## src/rtl/core/psgcmd_pkg.sv

```systemverilog
// Shared types, codes and the register table of the sound-chip command decoder.
package psgcmd_pkg;

	// Input beat: stream byte, frame tick, start or stop.
	typedef struct packed {
		logic [1:0] mode;
		logic [7:0] data_byte;
	} in_t;

	// Result beat.
	typedef struct packed {
		logic [2:0]  kind;
		logic [7:0]  target_register;
		logic [7:0]  write_value;
		logic [15:0] seek_offset;
	} out_t;

	typedef enum logic [1:0] {
		MODE_BYTE  = 2'd0,
		MODE_TICK  = 2'd1,
		MODE_START = 2'd2,
		MODE_STOP  = 2'd3
	} mode_t;

	typedef enum logic [2:0] {
		KIND_PSG    = 3'd0,
		KIND_SCC    = 3'd1,
		KIND_SUSP   = 3'd2,
		KIND_SEEK   = 3'd3,
		KIND_STOP   = 3'd4,
		KIND_RESUME = 3'd5,
		KIND_IGNORE = 3'd6
	} kind_t;

	typedef enum logic [1:0] {
		CFG_RATE_50HZ = 2'd0,
		CFG_LOOP_EN   = 2'd1,
		CFG_SCC_EN    = 2'd2
	} cfg_idx_t;

	typedef enum logic [8:0] {
		PH_IDLE     = 9'b000000001,
		PH_PSG_VAL  = 9'b000000010,
		PH_F1_VAL   = 9'b000000100,
		PH_SCC_VAL  = 9'b000001000,
		PH_BLK_REG  = 9'b000010000,
		PH_BLK_CNT  = 9'b000100000,
		PH_BLK_DATA = 9'b001000000,
		PH_OFS_LO   = 9'b010000000,
		PH_OFS_HI   = 9'b100000000
	} phase_t;

	typedef struct packed {
		logic rate_is_50hz;
		logic loop_enable;
		logic scc_enable;
	} cfg_t;

	typedef struct packed {
		logic        playing;
		logic        suspended;
		logic [7:0]  frames_to_wait;
		phase_t      phase;
		logic [7:0]  pending_register;
		logic [7:0]  block_remaining;
		logic [7:0]  offset_low_byte;
	} state_t;

	localparam logic [7:0] SCC_BASE    = 8'h80;
	localparam logic [7:0] SCC_F1_REG  = 8'h8F;
	localparam logic [7:0] SCC_F1_HIGH = 8'h10;
	localparam logic [7:0] CMD_BLOCK   = 8'hF5;
	localparam logic [7:0] CMD_F1      = 8'hF1;
	localparam logic [7:0] CMD_LOOP    = 8'hFE;
	localparam logic [7:0] CMD_END     = 8'hFF;
	localparam logic [7:0] CMD_SCC_MAX = 8'hF8;
	localparam logic [3:0] NIB_PSG_MAX = 4'hC;
	localparam logic [3:0] NIB_WAIT50  = 4'hD;
	localparam logic [3:0] NIB_WAIT60  = 4'hE;
	localparam logic [3:0] NIB_F       = 4'hF;

	// One-byte PSG form: high nibble selects the register.
	function automatic logic [7:0] psg_map(input logic [3:0] hi);
		logic [7:0] r;
		case (hi)
			4'h1: r = 8'd1;
			4'h2: r = 8'd3;
			4'h3: r = 8'd5;
			4'h4: r = 8'd6;
			4'h5: r = 8'd6;
			4'h6: r = 8'd8;
			4'h7: r = 8'd8;
			4'h8: r = 8'd9;
			4'h9: r = 8'd9;
			4'hA: r = 8'd10;
			4'hB: r = 8'd10;
			4'hC: r = 8'd13;
			default: r = 8'd0;
		endcase
		return r;
	endfunction

	// Playback state after a start or a stop.
	function automatic state_t cleared(input logic playing);
		state_t s;
		s.playing          = playing;
		s.suspended        = 1'b1;
		s.frames_to_wait   = 8'd0;
		s.phase            = PH_IDLE;
		s.pending_register = 8'd0;
		s.block_remaining  = 8'd0;
		s.offset_low_byte  = 8'd0;
		return s;
	endfunction

endpackage

```

## src/rtl/core/psg_music_command_decoder.sv

```systemverilog
// Top level of the sound-chip command decoder: input stage, playback state and result stage.
//
//  channel | direction | handshake             | payload
//  --------+-----------+-----------------------+--------------------------------
//  in      | input     | in_valid / in_stall   | in_data (mode, data_byte)
//  out     | output    | out_valid / out_stall | out_data (kind, register, value, offset)
//  cfg     | input     | cfg_valid / cfg_ready | cfg_index, cfg_data
//
// One beat per cycle unless a stall on the output holds it. A beat is held in the
// input register, is decoded against the playback state in a single pass and its
// result, if any, lands in the output register. Reset clears the playback state,
// rate_is_50hz comes up set. A stall on the output holds the output register and,
// through it, the input register; the input stalls only while both are full.
module psg_music_command_decoder (
	input  logic             clk,
	input  logic             arst_n,
	input  logic             in_valid,
	output logic             in_stall,
	input  psgcmd_pkg::in_t  in_data,
	output logic             out_valid,
	input  logic             out_stall,
	output psgcmd_pkg::out_t out_data,
	input  logic             cfg_valid,
	output logic             cfg_ready,
	input  logic [1:0]       cfg_index,
	input  logic             cfg_data
);

	logic               valid_s1;
	psgcmd_pkg::in_t    data_s1;
	psgcmd_pkg::cfg_t   cfg_q;
	psgcmd_pkg::state_t state_q;
	psgcmd_pkg::state_t state_nxt;
	logic               res_vld;
	psgcmd_pkg::out_t   res;
	logic               can_load;
	logic               advance;
	logic               accept;

	assign advance   = valid_s1 && can_load;
	assign in_stall  = valid_s1 && !can_load;
	assign accept    = in_valid && !in_stall;
	assign cfg_ready = 1'b1;

	always_ff @(posedge clk or negedge arst_n) begin
		if (!arst_n) begin
			valid_s1 <= 1'b0;
		end else if (accept) begin
			valid_s1 <= 1'b1;
		end else if (advance) begin
			valid_s1 <= 1'b0;
		end
	end

	always_ff @(posedge clk) begin
		if (accept) begin
			data_s1 <= in_data;
		end
	end

	always_ff @(posedge clk or negedge arst_n) begin
		if (!arst_n) begin
			cfg_q.rate_is_50hz <= 1'b1;
			cfg_q.loop_enable  <= 1'b0;
			cfg_q.scc_enable   <= 1'b0;
		end else if (cfg_valid) begin
			case (psgcmd_pkg::cfg_idx_t'(cfg_index))
				psgcmd_pkg::CFG_RATE_50HZ: cfg_q.rate_is_50hz <= cfg_data;
				psgcmd_pkg::CFG_LOOP_EN:   cfg_q.loop_enable  <= cfg_data;
				psgcmd_pkg::CFG_SCC_EN:    cfg_q.scc_enable   <= cfg_data;
				default: ;
			endcase
		end
	end

	always_ff @(posedge clk or negedge arst_n) begin
		if (!arst_n) begin
			state_q <= psgcmd_pkg::cleared(1'b0);
		end else if (advance) begin
			state_q <= state_nxt;
		end
	end

	psgcmd_dec u_dec (
		.cfg     (cfg_q),
		.cur     (state_q),
		.item    (data_s1),
		.nxt     (state_nxt),
		.res_vld (res_vld),
		.res     (res)
	);

	psgcmd_obuf u_obuf (
		.clk       (clk),
		.arst_n    (arst_n),
		.load      (advance && res_vld),
		.load_data (res),
		.can_load  (can_load),
		.out_valid (out_valid),
		.out_stall (out_stall),
		.out_data  (out_data)
	);

endmodule

```

## src/rtl/core/psgcmd_dec.sv

```systemverilog
// Combinational decode of one beat: next playback state and the optional result.
module psgcmd_dec (
	input  psgcmd_pkg::cfg_t   cfg,
	input  psgcmd_pkg::state_t cur,
	input  psgcmd_pkg::in_t    item,
	output psgcmd_pkg::state_t nxt,
	output logic               res_vld,
	output psgcmd_pkg::out_t   res
);

	logic [7:0] b;
	logic [3:0] hi;
	logic [3:0] lo;
	logic [7:0] blk_left;

	assign b        = item.data_byte;
	assign hi       = b[7:4];
	assign lo       = b[3:0];
	assign blk_left = cur.block_remaining - 8'd1;

	always_comb begin
		nxt     = cur;
		res_vld = 1'b0;
		res     = '0;
		case (psgcmd_pkg::mode_t'(item.mode))
			psgcmd_pkg::MODE_STOP: begin
				nxt      = psgcmd_pkg::cleared(1'b0);
				res_vld  = 1'b1;
				res.kind = psgcmd_pkg::KIND_STOP;
			end
			psgcmd_pkg::MODE_START: begin
				// A start rewinds the feeder to the beginning of the stream.
				nxt      = psgcmd_pkg::cleared(1'b1);
				res_vld  = 1'b1;
				res.kind = psgcmd_pkg::KIND_SEEK;
			end
			psgcmd_pkg::MODE_TICK: begin
				res_vld = 1'b1;
				if (!cur.playing || !cur.suspended) begin
					res.kind = psgcmd_pkg::KIND_IGNORE;
				end else if (cur.frames_to_wait != 8'd0) begin
					nxt.frames_to_wait = cur.frames_to_wait - 8'd1;
					res.kind           = psgcmd_pkg::KIND_SUSP;
				end else begin
					nxt.suspended = 1'b0;
					res.kind      = psgcmd_pkg::KIND_RESUME;
				end
			end
			psgcmd_pkg::MODE_BYTE: begin
				if (!cur.playing || cur.suspended) begin
					res_vld  = 1'b1;
					res.kind = psgcmd_pkg::KIND_IGNORE;
				end else begin
					case (cur.phase)
						psgcmd_pkg::PH_PSG_VAL: begin
							nxt.phase           = psgcmd_pkg::PH_IDLE;
							res_vld             = 1'b1;
							res.kind            = psgcmd_pkg::KIND_PSG;
							res.target_register = cur.pending_register;
							res.write_value     = b;
						end
						psgcmd_pkg::PH_F1_VAL: begin
							nxt.phase       = psgcmd_pkg::PH_IDLE;
							res_vld         = 1'b1;
							res.kind        = psgcmd_pkg::KIND_SCC;
							res.write_value = {4'h0, lo};
							if (hi == 4'h0) begin
								res.target_register = psgcmd_pkg::SCC_F1_REG;
							end else if (hi == psgcmd_pkg::NIB_F) begin
								res.target_register = psgcmd_pkg::SCC_F1_REG;
								res.write_value     = {4'h0, lo} | psgcmd_pkg::SCC_F1_HIGH;
							end else begin
								res.target_register = psgcmd_pkg::SCC_BASE | {4'h0, hi};
							end
						end
						psgcmd_pkg::PH_SCC_VAL: begin
							nxt.phase           = psgcmd_pkg::PH_IDLE;
							res_vld             = 1'b1;
							res.kind            = psgcmd_pkg::KIND_SCC;
							res.target_register = cur.pending_register;
							res.write_value     = b;
						end
						psgcmd_pkg::PH_BLK_REG: begin
							nxt.pending_register = b;
							nxt.phase            = psgcmd_pkg::PH_BLK_CNT;
						end
						psgcmd_pkg::PH_BLK_CNT: begin
							nxt.block_remaining = b;
							nxt.phase = (b == 8'd0) ? psgcmd_pkg::PH_IDLE
							                        : psgcmd_pkg::PH_BLK_DATA;
						end
						psgcmd_pkg::PH_BLK_DATA: begin
							nxt.pending_register = cur.pending_register + 8'd1;
							nxt.block_remaining  = blk_left;
							if (blk_left == 8'd0) begin
								nxt.phase = psgcmd_pkg::PH_IDLE;
							end
							res_vld             = 1'b1;
							res.kind            = psgcmd_pkg::KIND_SCC;
							res.target_register = cur.pending_register;
							res.write_value     = b;
						end
						psgcmd_pkg::PH_OFS_LO: begin
							nxt.offset_low_byte = b;
							nxt.phase           = psgcmd_pkg::PH_OFS_HI;
						end
						psgcmd_pkg::PH_OFS_HI: begin
							nxt.phase          = psgcmd_pkg::PH_IDLE;
							nxt.suspended      = 1'b1;
							nxt.frames_to_wait = 8'd0;
							res_vld            = 1'b1;
							res.kind           = psgcmd_pkg::KIND_SEEK;
							res.seek_offset    = {b, cur.offset_low_byte};
						end
						default: begin
							// Idle: a new command byte.
							nxt.phase = psgcmd_pkg::PH_IDLE;
							if (hi == 4'h0) begin
								nxt.pending_register = {4'h0, lo};
								nxt.phase            = psgcmd_pkg::PH_PSG_VAL;
							end else if (hi <= psgcmd_pkg::NIB_PSG_MAX) begin
								res_vld             = 1'b1;
								res.kind            = psgcmd_pkg::KIND_PSG;
								res.target_register = psgcmd_pkg::psg_map(hi);
								res.write_value     = b;
							end else if ((hi == psgcmd_pkg::NIB_WAIT50 && cfg.rate_is_50hz) ||
							             (hi == psgcmd_pkg::NIB_WAIT60 && !cfg.rate_is_50hz)) begin
								nxt.frames_to_wait = cur.frames_to_wait + {4'h0, lo};
								nxt.suspended      = 1'b1;
								res_vld            = 1'b1;
								res.kind           = psgcmd_pkg::KIND_SUSP;
							end else if (hi != psgcmd_pkg::NIB_F) begin
								// Wait code for the other frame rate is skipped.
							end else if (b == psgcmd_pkg::CMD_LOOP && cfg.loop_enable) begin
								nxt.phase = psgcmd_pkg::PH_OFS_LO;
							end else if (!cfg.scc_enable || b == psgcmd_pkg::CMD_LOOP ||
							             b == psgcmd_pkg::CMD_END) begin
								nxt      = psgcmd_pkg::cleared(1'b0);
								res_vld  = 1'b1;
								res.kind = psgcmd_pkg::KIND_STOP;
							end else if (b == psgcmd_pkg::CMD_F1) begin
								nxt.phase = psgcmd_pkg::PH_F1_VAL;
							end else if (b == psgcmd_pkg::CMD_BLOCK) begin
								nxt.phase = psgcmd_pkg::PH_BLK_REG;
							end else if (!b[0] && b <= psgcmd_pkg::CMD_SCC_MAX) begin
								nxt.pending_register = psgcmd_pkg::SCC_BASE | {4'h0, lo};
								nxt.phase            = psgcmd_pkg::PH_SCC_VAL;
							end
						end
					endcase
				end
			end
			default: begin
				res_vld = 1'b0;
			end
		endcase
	end

endmodule

```

## src/rtl/core/psgcmd_obuf.sv

```systemverilog
// Result register that holds a beat until the receiver takes it.
module psgcmd_obuf (
	input  logic             clk,
	input  logic             arst_n,
	input  logic             load,
	input  psgcmd_pkg::out_t load_data,
	output logic             can_load,
	output logic             out_valid,
	input  logic             out_stall,
	output psgcmd_pkg::out_t out_data
);

	logic             valid_q;
	psgcmd_pkg::out_t data_q;

	// A new beat may enter when the register is empty or is being drained.
	assign can_load  = !valid_q || !out_stall;
	assign out_valid = valid_q;
	assign out_data  = data_q;

	always_ff @(posedge clk or negedge arst_n) begin
		if (!arst_n) begin
			valid_q <= 1'b0;
		end else if (load) begin
			valid_q <= 1'b1;
		end else if (!out_stall) begin
			valid_q <= 1'b0;
		end
	end

	always_ff @(posedge clk) begin
		if (load) begin
			data_q <= load_data;
		end
	end

endmodule

```

## config.mk

```make
export PLATFORM = sky130hd
export DESIGN_NAME = psg_music_command_decoder
export DESIGN_NICKNAME = d
export VERILOG_FILES = /design/src/rtl/core/psgcmd_pkg.sv /design/src/rtl/core/psg_music_command_decoder.sv /design/src/rtl/core/psgcmd_dec.sv /design/src/rtl/core/psgcmd_obuf.sv
export SDC_FILE = /design/constraint.sdc
export NUM_CORES = 1
export LEC_CHECK = 0
export ABC_AREA = 1
export BUFFER_PORTS_ARGS = -buffer_cell sky130_fd_sc_hd__buf_4
export CORE_UTILIZATION = 60
export CTS_CLUSTER_SIZE = 14
export DETAILED_ROUTE_END_ITERATION = 8
export GPL_ROUTABILITY_DRIVEN = 0
export PLACE_DENSITY = 0.8
export SKIP_CTS_REPAIR_TIMING = 1
export SYNTH_ARGS = -nofsm -noshare
export SYNTH_HDL_FRONTEND = slang
export SYNTH_SLANG_ARGS = --single-unit
```

## constraint.sdc

```tcl
create_clock -name clk -period 7.95 [get_ports clk]
set_clock_uncertainty 0.1 [all_clocks]
set_input_delay 0.795 -clock clk [delete_from_list [all_inputs] [get_ports clk]]
set_output_delay 0.795 -clock clk [all_outputs]
set_load 0.1 [all_outputs]
```

; ---- Yosys cells after proc, flatten, opt, wreduce, memory -nomap -nowiden
; Memory sizes are Yosys's and may differ from the RTL's. A register that Yosys moved wholly into a read port is not among the register bits.
; Cells that the tools add are included.
[op_classes]
add_sub_neg = 4
order_cmp = 2
n_eq_ne = 62
muxes = 90
bitwise = 2
n_reduce_logical = 58
[op_table]
columns = cell, count
row1 = 43-bit two-way mux, 9
row2 = 17-bit two-way mux, 21
row3 = 33-bit one-hot mux with 2 select lines, 1
row4 = 9-bit two-way mux, 6
row5 = 10-bit AND reduction, 5
row6 = 16-bit two-way mux, 3
row7 = 16-bit one-hot mux with 3 select lines, 1
row8 = 8-bit one-hot mux with 3 select lines, 2
row9 = 9-bit one-hot mux with 5 select lines, 1
row10 = 8-bit two-way mux, 5
row11 = 33-bit two-way mux, 1
row12 = "8-bit equality test, second input constant", 4
row13 = 10-bit two-way mux, 3
row14 = 9-bit one-hot mux with 3 select lines, 1
row15 = "2-bit inequality test, second input constant", 13
row16 = "5-bit by 4-bit inequality test with 1-bit output, second input constant", 5
row17 = 24-bit two-way mux, 1
row18 = 3-bit two-way mux, 8
row19 = "4-bit inequality test, second input constant", 6
row20 = 19-bit two-way mux, 1
row21 = 9-bit one-hot mux with 2 select lines, 1
row22 = 8-bit zero test, 2
row23 = 8-bit one-hot mux with 2 select lines, 1
row24 = "8-bit by 1-bit subtractor with 8-bit output, second input constant", 2
row25 = other kinds (52), 115
[word_totals]
reg_bits = 93
rom_bits = 64
inputBits = 18
elab_cells = 237
mem_count = 1
[mem_list]
columns = name, words, width, rd, rd_ports_with_merged_regs, wr, line_no
row1 = (name not given), 16, 4, 1, 1, 0, psgcmd_pkg.sv:85  ; case (hi)

; ---- Depth between registers and ports, before layout
[logic_depth]
word_depth = 39
depth_mapped = 14

; ---- Modules after synthesis
; Synthesis repeated with hierarchy kept, for this count alone.
[hier_totals]
cells_unflattened = 971
hier_area_um2 = 6717.7
[by_module_without_submodules]
columns = module, n_inst, cells_each, area_per_inst_um2, seq_area_each_um2
row1 = psgcmd_dec, 1, 706, 3360.7, 0.0
row2 = psg_music_command_decoder, 1, 226, 2264.7, 1480.2
row3 = psgcmd_obuf, 1, 39, 1092.3, 1076.0

; ---- Worst setup path after synthesis
; No wires, ideal clock.
[synth_path]
kind = reg-to-reg
from = register u_obuf.valid_q (netlist: u_obuf.out_valid)
to = register with a tool-made name
t_arrival_ns = 3.584
required_time_ns = 7.791
slack_ns = 4.207
path_stages_with_launch = 9
n_path_buf = 0
period_less_slack_ns = 3.743
cell_sequence = dfrtp_1 > nand2_1 > nor2_1 > inv_1 > nand2_2 > o21ai_0 > or2_2 > o21ai_0 > o21a_1
[synth_rtl]
columns = element, line_no
row1 = "start, declared", psgcmd_obuf.sv:13  ; logic valid_q;
row2 = "start signal, assigned", psgcmd_obuf.sv:23  ; valid_q <= 1'b0;
row3 = "start signal, assigned", psgcmd_obuf.sv:25  ; valid_q <= 1'b1;
row4 = "start signal, assigned", psgcmd_obuf.sv:27  ; valid_q <= 1'b0;

; ---- Final worst setup path
[layout_path]
from = register state_q[32] (netlist bit)
to = register u_obuf.data_q (netlist bit u_obuf.out_data[14]), enable pin
[layout_via]
elab_chain_len = 6
[layout_lines]
columns = element, line_no
row1 = "start, declared", psg_music_command_decoder.sv:32  ; psgcmd_pkg::state_t state_q;
row2 = "start signal, assigned", psg_music_command_decoder.sv:78  ; state_q <= psgcmd_pkg::cleared(1'b0);
row3 = "start signal, assigned", psg_music_command_decoder.sv:80  ; state_q <= state_nxt;
row4 = 9-bit by 2-bit equality test with 1-bit output (tied with other cells), psgcmd_dec.sv:54  ; case (cur.phase)
row5 = 5-bit OR reduction (no line) / 3-bit OR reduction (equally long branches), n/a
row6 = 1-bit one-hot mux with 2 select lines *, psgcmd_dec.sv:54
row7 = 1-bit two-way mux *, psgcmd_dec.sv:50  ; if (!cur.playing || cur.suspended) begin
row8 = 1-bit one-hot mux with 2 select lines *, psgcmd_dec.sv:25  ; case (psgcmd_pkg::mode_t'(item.mode))
row9 = 1-bit logical AND *, psg_music_command_decoder.sv:96  ; .load (advance && res_vld),
row10 = net u_obuf.load, psgcmd_obuf.sv:5  ; input logic load,
row11 = "end signal, assigned", psgcmd_obuf.sv:33  ; data_q <= load_data;
row12 = "end, declared", psgcmd_obuf.sv:14  ; psgcmd_pkg::out_t data_q;
; Mark *: on every way through the listed nets, which the timed path passes. The rest lies on a longest branch.
; A chain may end at the register's enable or synchronous reset.

==> results.md <==
* Outcome: finished, final reports clean
* Worst skew pair latency at 0.39 ns
* Simple-Gate Fraction of Synth Area at 34.7%
* Leakage at 0.00307 uW
* Total track usage at 31.0%
* Minimum clock period at 3.48 ns
* Vias in the first global route at 5159
* Via Count at 5545
* H-tree depth at 3
* Fin. max-slew vios at 0
* RSZ-0062 raised after global routing: no
* WL final at 15.0 mm
* Reg2reg path depth at 10
* Setup-failing EPs final at 0
* Crit end category: flop
* Layout cell share with drive strength beyond 1 at 16.4%
* Syn_nets at 799
* Overall Power at 1510 uW
* Main flop type after synthesis: edfxtp_1
* Yosys warnings at 0
* Site Rows at 36
* Hold Crit Class: input pin to async pin
* Non-filler instance count after layout at 958
* Dpl hpwl at 11.3 mm
* Critical path class: flop to flop
* Logic pwr share at 36.2%
* Synth Area in Compound Gates at 9.86%
* Max VDD drop at 0.179 mV
* Die width at 102 um
* Top post-synthesis cells by area: edfxtp_1 (22%), dfrtp_1 (19%), nand2_1 (12%)
* Ant. Diodes at 0
* Vias per inst at 5.79
* Psw at 631 uW
* Max-cap violations at 0
* Remaining Overflow, GRT at 0
* Relative slew slack at 19.1%
* Synth top area share at 22.4%
* Die footprint at 0.0105 mm2
* FFs w/ async S/R, synth at 49.5%
* Largest net degree at the start of global routing at 49
* DR pass1 iterations at 8
* Most numerous cell in the Yosys netlist: nand2_1
* Initial antenna violation count at 0
* FMAX at 287 MHz
* Final core utilization at 68.3%
* Reg2Reg Setup Slack at 4.47 ns
* First-pass GRT wire length at 24.5 mm
* CTS buffer count at 9
* Antenna-violating nets left at 0
* Clock Sinks at 97
* PortBufs at 54
* Pwr dens at 226 mW/mm2
* Netlist cell types at 48
* Drt wl/cell at 15.6 um
* Terminus of the critical flop-to-flop path: u_obuf.out_data[14]
* Die Height at 102 um
* I/O Pins at 56
* Final hold vios at 0
* Starting Density at 61.7%
* Core Area at 0.00977 mm2
* Yosys top cell by area: edfxtp_1
* Synthesized netlist cell count at 771
* Synth Area in XOR/XNOR at 1.74%
* TNS Setup at 0 ns
* Area Overhead vs Synth at 10.8%
* Multiplexer share of the synthesized area at 0%
* CTS tree: yes
* Hold slack final at 0.292 ns
* CP Launch Type: flop
* Inst Count DP at 942
* Crit Path Max Fanout at 35
* WP data required at 7.86 ns
* CTS Buffer Depth at 2
* # nets final at 848
* Pint at 877 uW
* RR Startpoint: state_q[32]
* Tcrit/Tclk final at 43.8%
* DR DRC count at 0
* Clock-pin slew on the worst setup and hold paths at 0.09 ns
* Critical Path AT at 3.39 ns
* Sw frac at 41.8%
* Slew @ Worst Pin at 1.21 ns
* EDFF count, synth at 45
* Adder-cell share of the synthesized area at 2.20%
* CTS root buffer: clkbuf_8
* Seq pwr share at 42.8%
* Synthesized cell area at 0.00603 mm2
* Average size of a mapped cell at 7.82 um2
* Largest family of logic cells by synthesized area: simple AND/OR/NAND/NOR gates
* Clock share of power at 21.0%
* Iter 0 DRT Violations at 562
* Yosys reg bits at 97
* Post-synthesis sequential area ratio at 43.7%
* Post-synth top cells: nand2_1 (189), nor2_1 (86), inv_1 (84), nand3_1 (71)
==> how the worst max path moves through the flow <==
| stage | start | to | slack [ns] |
|---|---|---|---|
| floorplan | u_obuf.out_valid | flop | 4.21 |
| finish | state_q[32] | u_obuf.out_data[14] | 4.47 |
| CTS | state_q[24] | u_obuf.out_data[4] | 4.51 |
| global route | state_q[32] | u_obuf.out_data[14] | 4.18 |
| detailed placement | state_q[24] | u_obuf.out_data[4] | 4.52 |
| global placement | state_q[24] | u_obuf.out_data[1] | 4.67 |
==> through the flow <==
step / worst slack, ns / instance area (um2)
final: 4.47 / 6680
after global routing: 4.18 / 6680
after CTS: 4.51 / 6680
after detailed placement: 4.52 / 6490
after global placement: 4.67 / 6490
after floorplan: 4.21 / 6030
==> metal layers <==
| layer | GRT usage [%] | vias to the layer above | wire length (um) |
|---|---|---|---|
| met5 | 0 | - | 0 |
| met4 | 16.9 | 0 | 602 |
| met3 | 7.66 | 58 | 1240 |
| met2 | 49.6 | 275 | 7060 |
| met1 | 38.8 | 2553 | 6060 |
| li1 | - | 2659 | - |
==> flip-flops by register name, summed over array words and instances, names as in the netlist, named ones only <==
name              flops
u_obuf.out_data      35
valid_s1              1
cfg_q                 3
data_s1              10
u_obuf.out_valid      1
state_q              43
==> cell families after synthesis <==
group                      after synthesis
adders and majority gates               10
xor gates and xnor gates                12
buffers and inverters                  110
DFF                                     97
other                                    1
AOI/OAI and AO/OA                      102
and+or+nand+nor                        439
==> power by group through the flow <==
| stage | Combinational [uW] | Sequential [uW] | Clock, uW |
|---|---|---|---|
| after floorplan | 271 | 807 | 0 |
| after global placement | 529 | 654 | 0 |
| after detailed placement | 538 | 656 | 0 |
| after CTS | 542 | 646 | 322 |
| after global routing | 594 | 654 | 337 |
| final | 546 | 646 | 316 |
==> placed cells by master (no fill, tap or decap), types with 3 or more instances in the layout <==
master	netlist	routed
nand3_4	5	5
nand3_2	5	5
dfxtp_1	4	4
nand2_4	3	3
nand2_1	189	189
ha_1	9	9
inv_1	84	84
nor2_4	6	6
edfxtp_1	45	45
dfrtp_1	45	45
o21ai_1	3	3
xor2_1	7	7
buf_4	2	54
o21ai_2	9	9
nor2_1	86	86
inv_2	7	7
dfstp_2	3	3
nor2_2	14	14
o21ai_0	40	40
clkinv_1	2	3
nand2_2	8	8
nand4_1	25	25
a21oi_1	26	26
o22ai_1	9	9
or2_2	3	3
nand3_1	71	71
clkbuf_8	0	9
xnor2_1	5	5
o211ai_1	3	3
nor3_1	20	20
==> worst max-delay path: stages, from the launching register on <==
cell     delay (ns)
dfrtp_1        0.59
inv_2          0.16
nand3_2        0.26
nand2_2        0.12
inv_2          0.07
nand2_2        0.08
nor2_2         0.51
nand3_1        0.13
nand3_1        0.11
nand2_1        0.07
inv_1          0.87
==> final cells by class <==
cell class,instances,area [um2]
clock buffer,11,131
clock inverter,5,57.6
fill,792,3090
inverter,94,355
multi-input combinational,564,2930
sequential,97,2640
tap,133,166
timing repair buffer,54,405
Note: power is estimated with default switching activity, not from simulation.
